`src/hw/rtl/fqca_pkg.sv`:
```
// Shared constants, codes and controller/datapath interface types for the queue arbiter.
`timescale 1ns / 1ps

package fqca_pkg;

   // Geometry of the per-input queues
   localparam int LANES      = 4;
   localparam int LANE_W     = 2;
   localparam int FIFO_DEPTH = 10;
   localparam int PTR_W      = $clog2(FIFO_DEPTH);
   localparam int CNT_W      = $clog2(FIFO_DEPTH + 1);
   localparam int STORE_DEPTH = LANES * FIFO_DEPTH;
   localparam int ADDR_W     = $clog2(STORE_DEPTH);
   localparam int ID_W       = 8;

   // Operation codes of an input transaction
   localparam logic OP_ARRIVAL = 1'b0;
   localparam logic OP_TICK    = 1'b1;

   // Result event codes
   localparam logic [2:0] EV_QUEUED  = 3'd0;
   localparam logic [2:0] EV_DROP    = 3'd1;
   localparam logic [2:0] EV_REFUSED = 3'd2;
   localparam logic [2:0] EV_IDLE    = 3'd3;
   localparam logic [2:0] EV_GRANT   = 3'd4;
   localparam logic [2:0] EV_BUSY    = 3'd5;
   localparam logic [2:0] EV_RELEASE = 3'd6;

   // Configuration register indexes and reset values
   localparam logic       REG_HOLD    = 1'b0;
   localparam logic       REG_LIMIT   = 1'b1;
   localparam logic [7:0] HOLD_RESET  = 8'd3;
   localparam logic [7:0] LIMIT_RESET = 8'd50;

   // Controller to datapath commands
   typedef struct packed {
      logic take;    // latch the input transaction
      logic fetch;   // read the queue head for a grant
      logic commit;  // apply the update and load the result register
   } cmd_type;

   // Datapath to controller status
   typedef struct packed {
      logic tick_grant;  // offered transaction is a tick that will grant
   } stat_type;

endpackage

```
`src/hw/rtl/four_way_queue_crossing_arbiter.sv`:
```
// Top level: four-input arbiter with a ring queue of request ids per input.
//
//  Channel   Dir  Handshake              Payload
//  req_      in   req_valid/req_ready    req_op, req_lane
//  rsp_      out  rsp_valid/rsp_ready    event_res, req_id, req_lane, busy_res,
//                                        issued_count, served_count, done_flag
//  csr_      in   csr_valid/csr_ready    csr_index, csr_data
//
// Each transaction has an accept step that also issues the queue head read on the
// id store, and an execute step that updates state and loads the result register.
// The next transaction is accepted only once the execute step is over.
// A new transaction is accepted while a result waits; the execute step then
// holds until the result register frees up. csr_ready is always high.
// Reset is synchronous and clears queues, counters and resource state; the id
// store itself is not cleared.
`timescale 1ns / 1ps

module four_way_queue_crossing_arbiter
   import fqca_pkg::*;
(
   input  logic              clock,
   input  logic              reset,
   input  logic              req_valid,
   output logic              req_ready,
   input  logic              req_op,
   input  logic [LANE_W-1:0] req_lane,
   output logic              rsp_valid,
   input  logic              rsp_ready,
   output logic [2:0]        rsp_event_res,
   output logic [ID_W-1:0]   rsp_req_id,
   output logic [LANE_W-1:0] rsp_req_lane,
   output logic              rsp_busy_res,
   output logic [7:0]        rsp_issued_count,
   output logic [7:0]        rsp_served_count,
   output logic              rsp_done_flag,
   input  logic              csr_valid,
   output logic              csr_ready,
   input  logic              csr_index,
   input  logic [7:0]        csr_data
);

   cmd_type  cmd;
   stat_type stat;

   fqca_ctrl u_ctrl (
      .clock     (clock),
      .reset     (reset),
      .req_valid (req_valid),
      .req_ready (req_ready),
      .rsp_valid (rsp_valid),
      .rsp_ready (rsp_ready),
      .stat      (stat),
      .cmd       (cmd)
   );

   fqca_dp u_dp (
      .clock            (clock),
      .reset            (reset),
      .req_op           (req_op),
      .req_lane         (req_lane),
      .csr_valid        (csr_valid),
      .csr_ready        (csr_ready),
      .csr_index        (csr_index),
      .csr_data         (csr_data),
      .cmd              (cmd),
      .stat             (stat),
      .rsp_event_res    (rsp_event_res),
      .rsp_req_id       (rsp_req_id),
      .rsp_req_lane     (rsp_req_lane),
      .rsp_busy_res     (rsp_busy_res),
      .rsp_issued_count (rsp_issued_count),
      .rsp_served_count (rsp_served_count),
      .rsp_done_flag    (rsp_done_flag)
   );

   // An accepted transaction occupies the execute step for the next cycle
   a_accept_then_exec: assert property (@(posedge clock) disable iff (reset)
      req_valid && req_ready |=> !req_ready)
      else $error("input accepted during execute step");

   // A new result appears only out of the execute step
   a_result_from_exec: assert property (@(posedge clock) disable iff (reset)
      $rose(rsp_valid) |-> $past(!req_ready))
      else $error("result loaded outside execute step");

   // A release leaves the resource free, a grant leaves it busy
   a_release_frees: assert property (@(posedge clock) disable iff (reset)
      rsp_valid && (rsp_event_res == EV_RELEASE) |-> !rsp_busy_res)
      else $error("resource still busy after release");

   a_grant_holds: assert property (@(posedge clock) disable iff (reset)
      rsp_valid && (rsp_event_res == EV_GRANT) |-> rsp_busy_res)
      else $error("resource idle after grant");

endmodule

```
`src/hw/rtl/fqca_ram.sv`:
```
// Generic single-write, single-read RAM with registered read data.
`timescale 1ns / 1ps

module fqca_ram #(
   parameter int WIDTH = 8,
   parameter int DEPTH = 16
) (
   input  logic                     clock,
   input  logic                     wr_en,
   input  logic [$clog2(DEPTH)-1:0] wr_addr,
   input  logic [WIDTH-1:0]         wr_data,
   input  logic                     rd_en,
   input  logic [$clog2(DEPTH)-1:0] rd_addr,
   output logic [WIDTH-1:0]         rd_data
);

   logic [WIDTH-1:0] mem [DEPTH];
   logic [WIDTH-1:0] rd_data_ff;

   always_ff @(posedge clock) begin
      if (wr_en) begin
         mem[wr_addr] <= wr_data;
      end
      if (rd_en) begin
         rd_data_ff <= mem[rd_addr];
      end
   end

   assign rd_data = rd_data_ff;

endmodule

```
`src/hw/rtl/fqca_ctrl.sv`:
```
// Controller state machine: input handshake, execute step and result register valid.
`timescale 1ns / 1ps

module fqca_ctrl
   import fqca_pkg::*;
(
   input  logic     clock,
   input  logic     reset,
   input  logic     req_valid,
   output logic     req_ready,
   output logic     rsp_valid,
   input  logic     rsp_ready,
   input  stat_type stat,
   output cmd_type  cmd
);

   localparam logic S_IDLE = 1'b0;
   localparam logic S_EXEC = 1'b1;

   logic state_ff;
   logic state_in;
   logic rsp_valid_ff;
   logic rsp_valid_in;
   logic accept;
   logic commit;

   // Handshake decode
   assign req_ready = (state_ff == S_IDLE);
   assign accept    = req_valid && req_ready;
   assign commit    = (state_ff == S_EXEC) && (!rsp_valid_ff || rsp_ready);

   assign cmd.take   = accept;
   assign cmd.fetch  = accept && stat.tick_grant;
   assign cmd.commit = commit;

   // Next state
   always_comb begin
      state_in = state_ff;
      case (state_ff)
         S_IDLE: begin
            if (accept) begin
               state_in = S_EXEC;
            end
         end
         S_EXEC: begin
            if (commit) begin
               state_in = S_IDLE;
            end
         end
         default: state_in = S_IDLE;
      endcase
   end

   // Result register occupancy
   always_comb begin
      rsp_valid_in = rsp_valid_ff;
      if (commit) begin
         rsp_valid_in = 1'b1;
      end else if (rsp_ready) begin
         rsp_valid_in = 1'b0;
      end
   end

   always_ff @(posedge clock) begin
      if (reset) begin
         state_ff     <= S_IDLE;
         rsp_valid_ff <= 1'b0;
      end else begin
         state_ff     <= state_in;
         rsp_valid_ff <= rsp_valid_in;
      end
   end

   assign rsp_valid = rsp_valid_ff;

endmodule

```
`src/hw/rtl/fqca_dp.sv`:
```
// Datapath: queue pointers, id store, resource state, counters, config and result registers.
`timescale 1ns / 1ps

module fqca_dp
   import fqca_pkg::*;
(
   input  logic              clock,
   input  logic              reset,
   input  logic              req_op,
   input  logic [LANE_W-1:0] req_lane,
   input  logic              csr_valid,
   output logic              csr_ready,
   input  logic              csr_index,
   input  logic [7:0]        csr_data,
   input  cmd_type           cmd,
   output stat_type          stat,
   output logic [2:0]        rsp_event_res,
   output logic [ID_W-1:0]   rsp_req_id,
   output logic [LANE_W-1:0] rsp_req_lane,
   output logic              rsp_busy_res,
   output logic [7:0]        rsp_issued_count,
   output logic [7:0]        rsp_served_count,
   output logic              rsp_done_flag
);

   function automatic logic [PTR_W-1:0] ptr_next(input logic [PTR_W-1:0] ptr);
      if (ptr == PTR_W'(FIFO_DEPTH - 1)) begin
         return '0;
      end
      return ptr + PTR_W'(1);
   endfunction

   // Configuration
   logic [7:0] hold_ticks_ff;
   logic [7:0] id_limit_ff;

   // Queue and resource state
   logic [PTR_W-1:0]  head_ff [LANES];
   logic [PTR_W-1:0]  head_in [LANES];
   logic [PTR_W-1:0]  tail_ff [LANES];
   logic [PTR_W-1:0]  tail_in [LANES];
   logic [CNT_W-1:0]  fill_ff [LANES];
   logic [CNT_W-1:0]  fill_in [LANES];
   logic [LANE_W-1:0] scan_ff;
   logic [LANE_W-1:0] scan_in;
   logic              occ_ff;
   logic              occ_in;
   logic [7:0]        ticks_ff;
   logic [7:0]        ticks_in;
   logic [ID_W-1:0]   act_id_ff;
   logic [ID_W-1:0]   act_id_in;
   logic [LANE_W-1:0] act_lane_ff;
   logic [LANE_W-1:0] act_lane_in;
   logic [7:0]        issued_ff;
   logic [7:0]        issued_in;
   logic [7:0]        served_ff;
   logic [7:0]        served_in;

   // Latched transaction
   logic              item_op_ff;
   logic [LANE_W-1:0] item_lane_ff;

   // Result register
   logic [2:0]        ev_ff;
   logic [ID_W-1:0]   id_ff;
   logic [LANE_W-1:0] lane_ff;
   logic              busy_ff;
   logic [7:0]        icnt_ff;
   logic [7:0]        scnt_ff;
   logic              done_ff;
   logic [2:0]        ev_c;
   logic [ID_W-1:0]   id_c;
   logic [LANE_W-1:0] lane_c;

   // Scan and store access
   logic              hit;
   logic [LANE_W-1:0] hit_lane;
   logic              wr_en;
   logic [ADDR_W-1:0] wr_addr;
   logic [ADDR_W-1:0] rd_addr;
   logic [ID_W-1:0]   rd_data;

   assign csr_ready = 1'b1;

   // Circular scan from the scan pointer; the nearest non-empty lane wins
   always_comb begin
      logic [LANE_W:0] idx;
      hit      = 1'b0;
      hit_lane = '0;
      for (int k = LANES - 1; k >= 0; k--) begin
         idx = {1'b0, scan_ff} + (LANE_W + 1)'(k);
         if (idx >= (LANE_W + 1)'(LANES)) begin
            idx = idx - (LANE_W + 1)'(LANES);
         end
         if (fill_ff[idx[LANE_W-1:0]] != '0) begin
            hit      = 1'b1;
            hit_lane = idx[LANE_W-1:0];
         end
      end
   end

   assign stat.tick_grant = (req_op == OP_TICK) && !occ_ff && hit;

   // Store addresses: lane base plus ring pointer
   assign rd_addr = ADDR_W'(hit_lane) * ADDR_W'(FIFO_DEPTH) + ADDR_W'(head_ff[hit_lane]);
   assign wr_addr = ADDR_W'(item_lane_ff) * ADDR_W'(FIFO_DEPTH)
                    + ADDR_W'(tail_ff[item_lane_ff]);

   fqca_ram #(
      .WIDTH (ID_W),
      .DEPTH (STORE_DEPTH)
   ) u_store (
      .clock   (clock),
      .wr_en   (wr_en),
      .wr_addr (wr_addr),
      .wr_data (issued_in),
      .rd_en   (cmd.fetch),
      .rd_addr (rd_addr),
      .rd_data (rd_data)
   );

   // Transaction execution
   always_comb begin
      head_in     = head_ff;
      tail_in     = tail_ff;
      fill_in     = fill_ff;
      scan_in     = scan_ff;
      occ_in      = occ_ff;
      ticks_in    = ticks_ff;
      act_id_in   = act_id_ff;
      act_lane_in = act_lane_ff;
      issued_in   = issued_ff;
      served_in   = served_ff;
      wr_en       = 1'b0;
      ev_c        = EV_IDLE;
      id_c        = '0;
      lane_c      = '0;
      if (item_op_ff == OP_ARRIVAL) begin
         if (issued_ff >= id_limit_ff) begin
            ev_c = EV_REFUSED;
         end else begin
            issued_in = issued_ff + 8'd1;
            id_c      = issued_in;
            lane_c    = item_lane_ff;
            if (fill_ff[item_lane_ff] >= CNT_W'(FIFO_DEPTH)) begin
               ev_c = EV_DROP;
            end else begin
               ev_c                  = EV_QUEUED;
               wr_en                 = cmd.commit;
               tail_in[item_lane_ff] = ptr_next(tail_ff[item_lane_ff]);
               fill_in[item_lane_ff] = fill_ff[item_lane_ff] + CNT_W'(1);
            end
         end
      end else if (occ_ff) begin
         id_c   = act_id_ff;
         lane_c = act_lane_ff;
         if (ticks_ff <= 8'd1) begin
            ev_c      = EV_RELEASE;
            ticks_in  = '0;
            occ_in    = 1'b0;
            served_in = served_ff + 8'd1;
         end else begin
            ev_c     = EV_BUSY;
            ticks_in = ticks_ff - 8'd1;
         end
      end else if (hit) begin
         ev_c              = EV_GRANT;
         id_c              = rd_data;
         lane_c            = hit_lane;
         act_id_in         = rd_data;
         act_lane_in       = hit_lane;
         head_in[hit_lane] = ptr_next(head_ff[hit_lane]);
         fill_in[hit_lane] = fill_ff[hit_lane] - CNT_W'(1);
         scan_in           = hit_lane;
         occ_in            = 1'b1;
         ticks_in          = hold_ticks_ff;
      end
   end

   // Control state and configuration
   always_ff @(posedge clock) begin
      if (reset) begin
         hold_ticks_ff <= HOLD_RESET;
         id_limit_ff   <= LIMIT_RESET;
         for (int i = 0; i < LANES; i++) begin
            head_ff[i] <= '0;
            tail_ff[i] <= '0;
            fill_ff[i] <= '0;
         end
         scan_ff     <= '0;
         occ_ff      <= 1'b0;
         ticks_ff    <= '0;
         act_id_ff   <= '0;
         act_lane_ff <= '0;
         issued_ff   <= '0;
         served_ff   <= '0;
      end else begin
         if (csr_valid) begin
            case (csr_index)
               REG_HOLD:  hold_ticks_ff <= csr_data;
               REG_LIMIT: id_limit_ff   <= csr_data;
               default:   ;
            endcase
         end
         if (cmd.commit) begin
            head_ff     <= head_in;
            tail_ff     <= tail_in;
            fill_ff     <= fill_in;
            scan_ff     <= scan_in;
            occ_ff      <= occ_in;
            ticks_ff    <= ticks_in;
            act_id_ff   <= act_id_in;
            act_lane_ff <= act_lane_in;
            issued_ff   <= issued_in;
            served_ff   <= served_in;
         end
      end
   end

   // Transaction latch and result payload
   always_ff @(posedge clock) begin
      if (cmd.take) begin
         item_op_ff   <= req_op;
         item_lane_ff <= req_lane;
      end
      if (cmd.commit) begin
         ev_ff   <= ev_c;
         id_ff   <= id_c;
         lane_ff <= lane_c;
         busy_ff <= occ_in;
         icnt_ff <= issued_in;
         scnt_ff <= served_in;
         done_ff <= (served_in >= id_limit_ff);
      end
   end

   assign rsp_event_res    = ev_ff;
   assign rsp_req_id       = id_ff;
   assign rsp_req_lane     = lane_ff;
   assign rsp_busy_res     = busy_ff;
   assign rsp_issued_count = icnt_ff;
   assign rsp_served_count = scnt_ff;
   assign rsp_done_flag    = done_ff;

endmodule
```
`config.mk`:
```
export PLATFORM = sky130hd
export DESIGN_NAME = four_way_queue_crossing_arbiter
export DESIGN_NICKNAME = d
export VERILOG_FILES = /design/src/hw/rtl/fqca_pkg.sv /design/src/hw/rtl/four_way_queue_crossing_arbiter.sv /design/src/hw/rtl/fqca_ram.sv /design/src/hw/rtl/fqca_ctrl.sv /design/src/hw/rtl/fqca_dp.sv
export SDC_FILE = /design/constraint.sdc
export NUM_CORES = 1
export LEC_CHECK = 0
export ABC_AREA = 1
export BUFFER_PORTS_ARGS = -buffer_cell sky130_fd_sc_hd__buf_2
export CAP_MARGIN = 40
export CORE_MARGIN = 5
export CORE_UTILIZATION = 50
export DETAILED_ROUTE_END_ITERATION = 10
export PLACE_DENSITY = 0.66
export SYNTH_ARGS = -nofsm -noshare
export SYNTH_HDL_FRONTEND = slang
export SYNTH_SLANG_ARGS = --single-unit
export TNS_END_PERCENT = 30
```
`constraint.sdc`:
```
create_clock -name clock -period 3.94 [get_ports clock]
set_input_delay 0.197 -clock clock [delete_from_list [all_inputs] [get_ports clock]]
set_output_delay 0.197 -clock clock [all_outputs]
set_load 0.01 [all_outputs]
```
==> flow_summary_export.csv <==
group,metric,value,unit
route,avgRoutedWirePerCell,20.7,um
worst_setup_path,required,4.28,ns
timing,slew_headroom,38.0,%
timing,slew_violations,0,
worst_setup_path,slowest_stage,"fa_2",
global_route,grt_start_max_net_pins,121,
route,firstDrtPassIters,5,
cts,cts_buffer_depth,3,
die,dieArea,47000,sq um
route,drtIter0Drc,1913,
worst_setup_path,path_max_fanout,11,
cts,cts.sinks,463,
worst_setup_path,worstSetupPathType,"reg -> reg",
timing,post-route-period-util,94.7,%
timing,hold_violations,0,
yosys,ys_async_sr_fraction,0,%
cts,cts_made_buffers,48,
cts,clk_pin_slew_worst_paths,0.06,ns
worst_setup_path,worst_r2r_endpoint,"u_dp.u_store.rd_data[2]",
route,drc,0,
place,routabilityCongestion,0.934,
layout,nFillCells,3484,
yosys,synthTopCellsByCount,"362 x edfxtp_1, 314 x nand2_1, 303 x nand3_1",
global_route,grt_pass1_vias,15400,
yosys,yosys.cell_count.top_type,"edfxtp_1",
worst_setup_path,startpoint,"u_dp.scan_ff[0]",
yosys,avgSynthCellArea,9.92,sq um
timing,fin_crit,3.73,ns
route,totalWireLength,59200,um
global_route,grt_remaining_overflow,0,
worst_setup_path,path_depth,21,
place,post-dp-hpwl,38000,um
yosys,synth-main-ff-cell,"edfxtp_1",
run,drv_cap,0,
route,via_per_inst,5.72,
route,ant_nets,0,
die,core,42100,sq um
worst_setup_path,ff2ff_setup_slack,0.21,ns
worst_setup_path,crit_end,"u_dp.u_store.rd_data[2]",
worst_setup_path,cpPeakStageDelay,0.59,ns
die,start_util,50.8,%
worst_setup_path,critPathBufInv,5,
min_path,worstHoldPathType,"in -> reg",
place,io_buffers,49,
yosys,syn_area,21400,sq um
yosys,synth_edf_count,362,
yosys,netlist_instances,2157,
yosys,ys_types,50,
global_route,antenna_found_initial,0,
worst_setup_path,path_common_cell,"nand3_1",
global_route,grt_pass1_wl,90300,um
die,die_h,217,um
die,ioPinCount,51,
place,dpl.cell_count,2748,
timing,finalClockSkew,0.0175,ns
global_route,track_usage,24.5,%
yosys,yosysWarnings,0,
worst_setup_path,path_cells,"buf_6, nand3_1, nand2_1, nand3_1, nand2_2, nand3_2, nand2_4, inv_4, nand2_4, o22ai_2, nor2_2, ha_2, inv_1, fa_2, buf_12, clkbuf_16, nand3_1, nand3_1, nand3_1, nand3_1, nand2_1",
worst_setup_path,path_delay_family,"simple AND/OR/NAND/NOR gates",
layout,fin_cells,2860,
worst_setup_path,endpoint_kind,"register",
yosys,synth_nets,2206,
worst_setup_path,startpoint_type,"register",
cts,htree_levels,2,
yosys,yosysTopAreaCell,"edfxtp_1",
outcome,outcome,"finished, final reports clean",
yosys,seq_area_frac_synth,60.3,%
yosys,synth_top_area_share,50.8,%
timing,tns,0,ns
layout,nNetsFinal,2330,
worst_setup_path,reg2reg_depth,21,
worst_setup_path,timing.rr.start,"u_dp.scan_ff[0]",
worst_setup_path,cp.arrival,4.07,ns
timing,clock.fmax,268,MHz
cts,clk-insertion-delay-late,0.60,ns
yosys,ys_ff_latch,463,
layout,drive_gt1_share,12.8,%
die,row_count,75,
timing,whs,0.0337,ns
route,via_count,16400,
timing,tightest_slew,0.927,ns
cts,cts-root-buf,"clkbuf_16",
cts,cts_tree,"yes",
timing,setup_viol_count_final,0,
layout,diodes,0,
die,chipWidth,217,um
layout,syn2layout_area_growth,15.4,%
yosys,ys_top_cells_by_area,"edfxtp_1 51%, dfxtp_1 9.5%, nand3_1 7.1%, nand2_1 5.5%, inv_1 4.8%",
tightest hold or removal path, stage by stage:
cell and delay [ns]:
buf_2 0.09, nor2_1 0.13, nand2_1 0.09, nand3_1 0.07
stage by stage:
stage	cell area (sq um)	setup WS (ns)	util (%)
finish	24700	0.207	58.6
global route	24700	-0.0754	58.6
CTS	24400	0.117	58.0
detailed placement	22800	0.177	54.1
global placement	22800	0.218	54.0
floorplan	21400	0.372	-
kinds of logic (layout without fill, tap and decap cells):
group,count (synthesis),count (layout),share of synthesized area [%]
AOI/OAI and AO/OA,292,292,7.99
xor gates and xnor gates,22,22,0.936
adders and majority gates,32,32,1.94
buffers and inverters,383,547,7.50
DFF,463,463,60.3
other,1,1,0.0175
and+or+nand+nor,964,964,21.3
how the worst min path moves through the flow:
stage                     start                     to  depth (start not counted)  slack (ns)
floorplan           req_lane[0]   u_dp.item_lane_ff[0]                          0        0.30
global placement    req_lane[0]   u_dp.item_lane_ff[0]                          1        0.38
detailed placement  req_lane[1]   u_dp.item_lane_ff[1]                          1        0.38
CTS                   csr_index  u_dp.hold_ticks_ff[0]                          4       0.006
global route          csr_index  u_dp.hold_ticks_ff[0]                          4        0.06
finish                csr_index  u_dp.hold_ticks_ff[0]                          4        0.03
layout by cell type, fill, tap and decap left out, drive strengths merged, types with 30 or more instances in the layout:
| cell type | instances |
|---|---|
| ha | 30 |
| inv | 285 |
| buf | 153 |
| o21ai | 131 |
| nand3b | 112 |
| dfxtp | 101 |
| nand2 | 327 |
| edfxtp | 362 |
| clkbuf | 62 |
| nand3 | 307 |
| nor2 | 198 |
| a21oi | 77 |
repair_timing:
| action | in CTS | in global routing |
|---|---|---|
| buffers inserted | 0 | 3 |
| endpoints found under the setup margin | 0 | 175 |
| endpoints found under the hold margin | 21 | 0 |
| gates resized for setup | 0 | 29 |
| hold buffers | 13 | 0 |
final cells by class:
cell class	count	area [sq um]	share of cell area [%]
inverter	286	1080	4.39
clock inverter	32	246	0.998
clock buffer	58	1260	5.10
timing repair buffer	170	1430	5.81
tap	539	674	2.73
sequential	463	12900	52.2
timing repair inverter	1	7.51	0.0304
multi-input combinational	1311	7090	28.7
flip-flops by register name, summed over array words and instances, names as in the netlist, 16 cells and up:
name / count
u_dp.u_store.mem: 320
u_dp.fill_ff: 16
u_dp.head_ff: 16
u_dp.tail_ff: 16
routing by layer:
layer / up-vias / part of all wire (%) / global-route usage [%]
met4: 0 / 3.9 / 9.10
met5: - / 0 / 0
met2: 645 / 48 / 40.3
met1: 7942 / 41 / 33.4
li1: 7646 / - / -
met3: 132 / 6.9 / 3.64
Power is left out: the tool's default activity adds up to more than one toggle a clock period on the data nets, which glitch-free logic cannot reach.
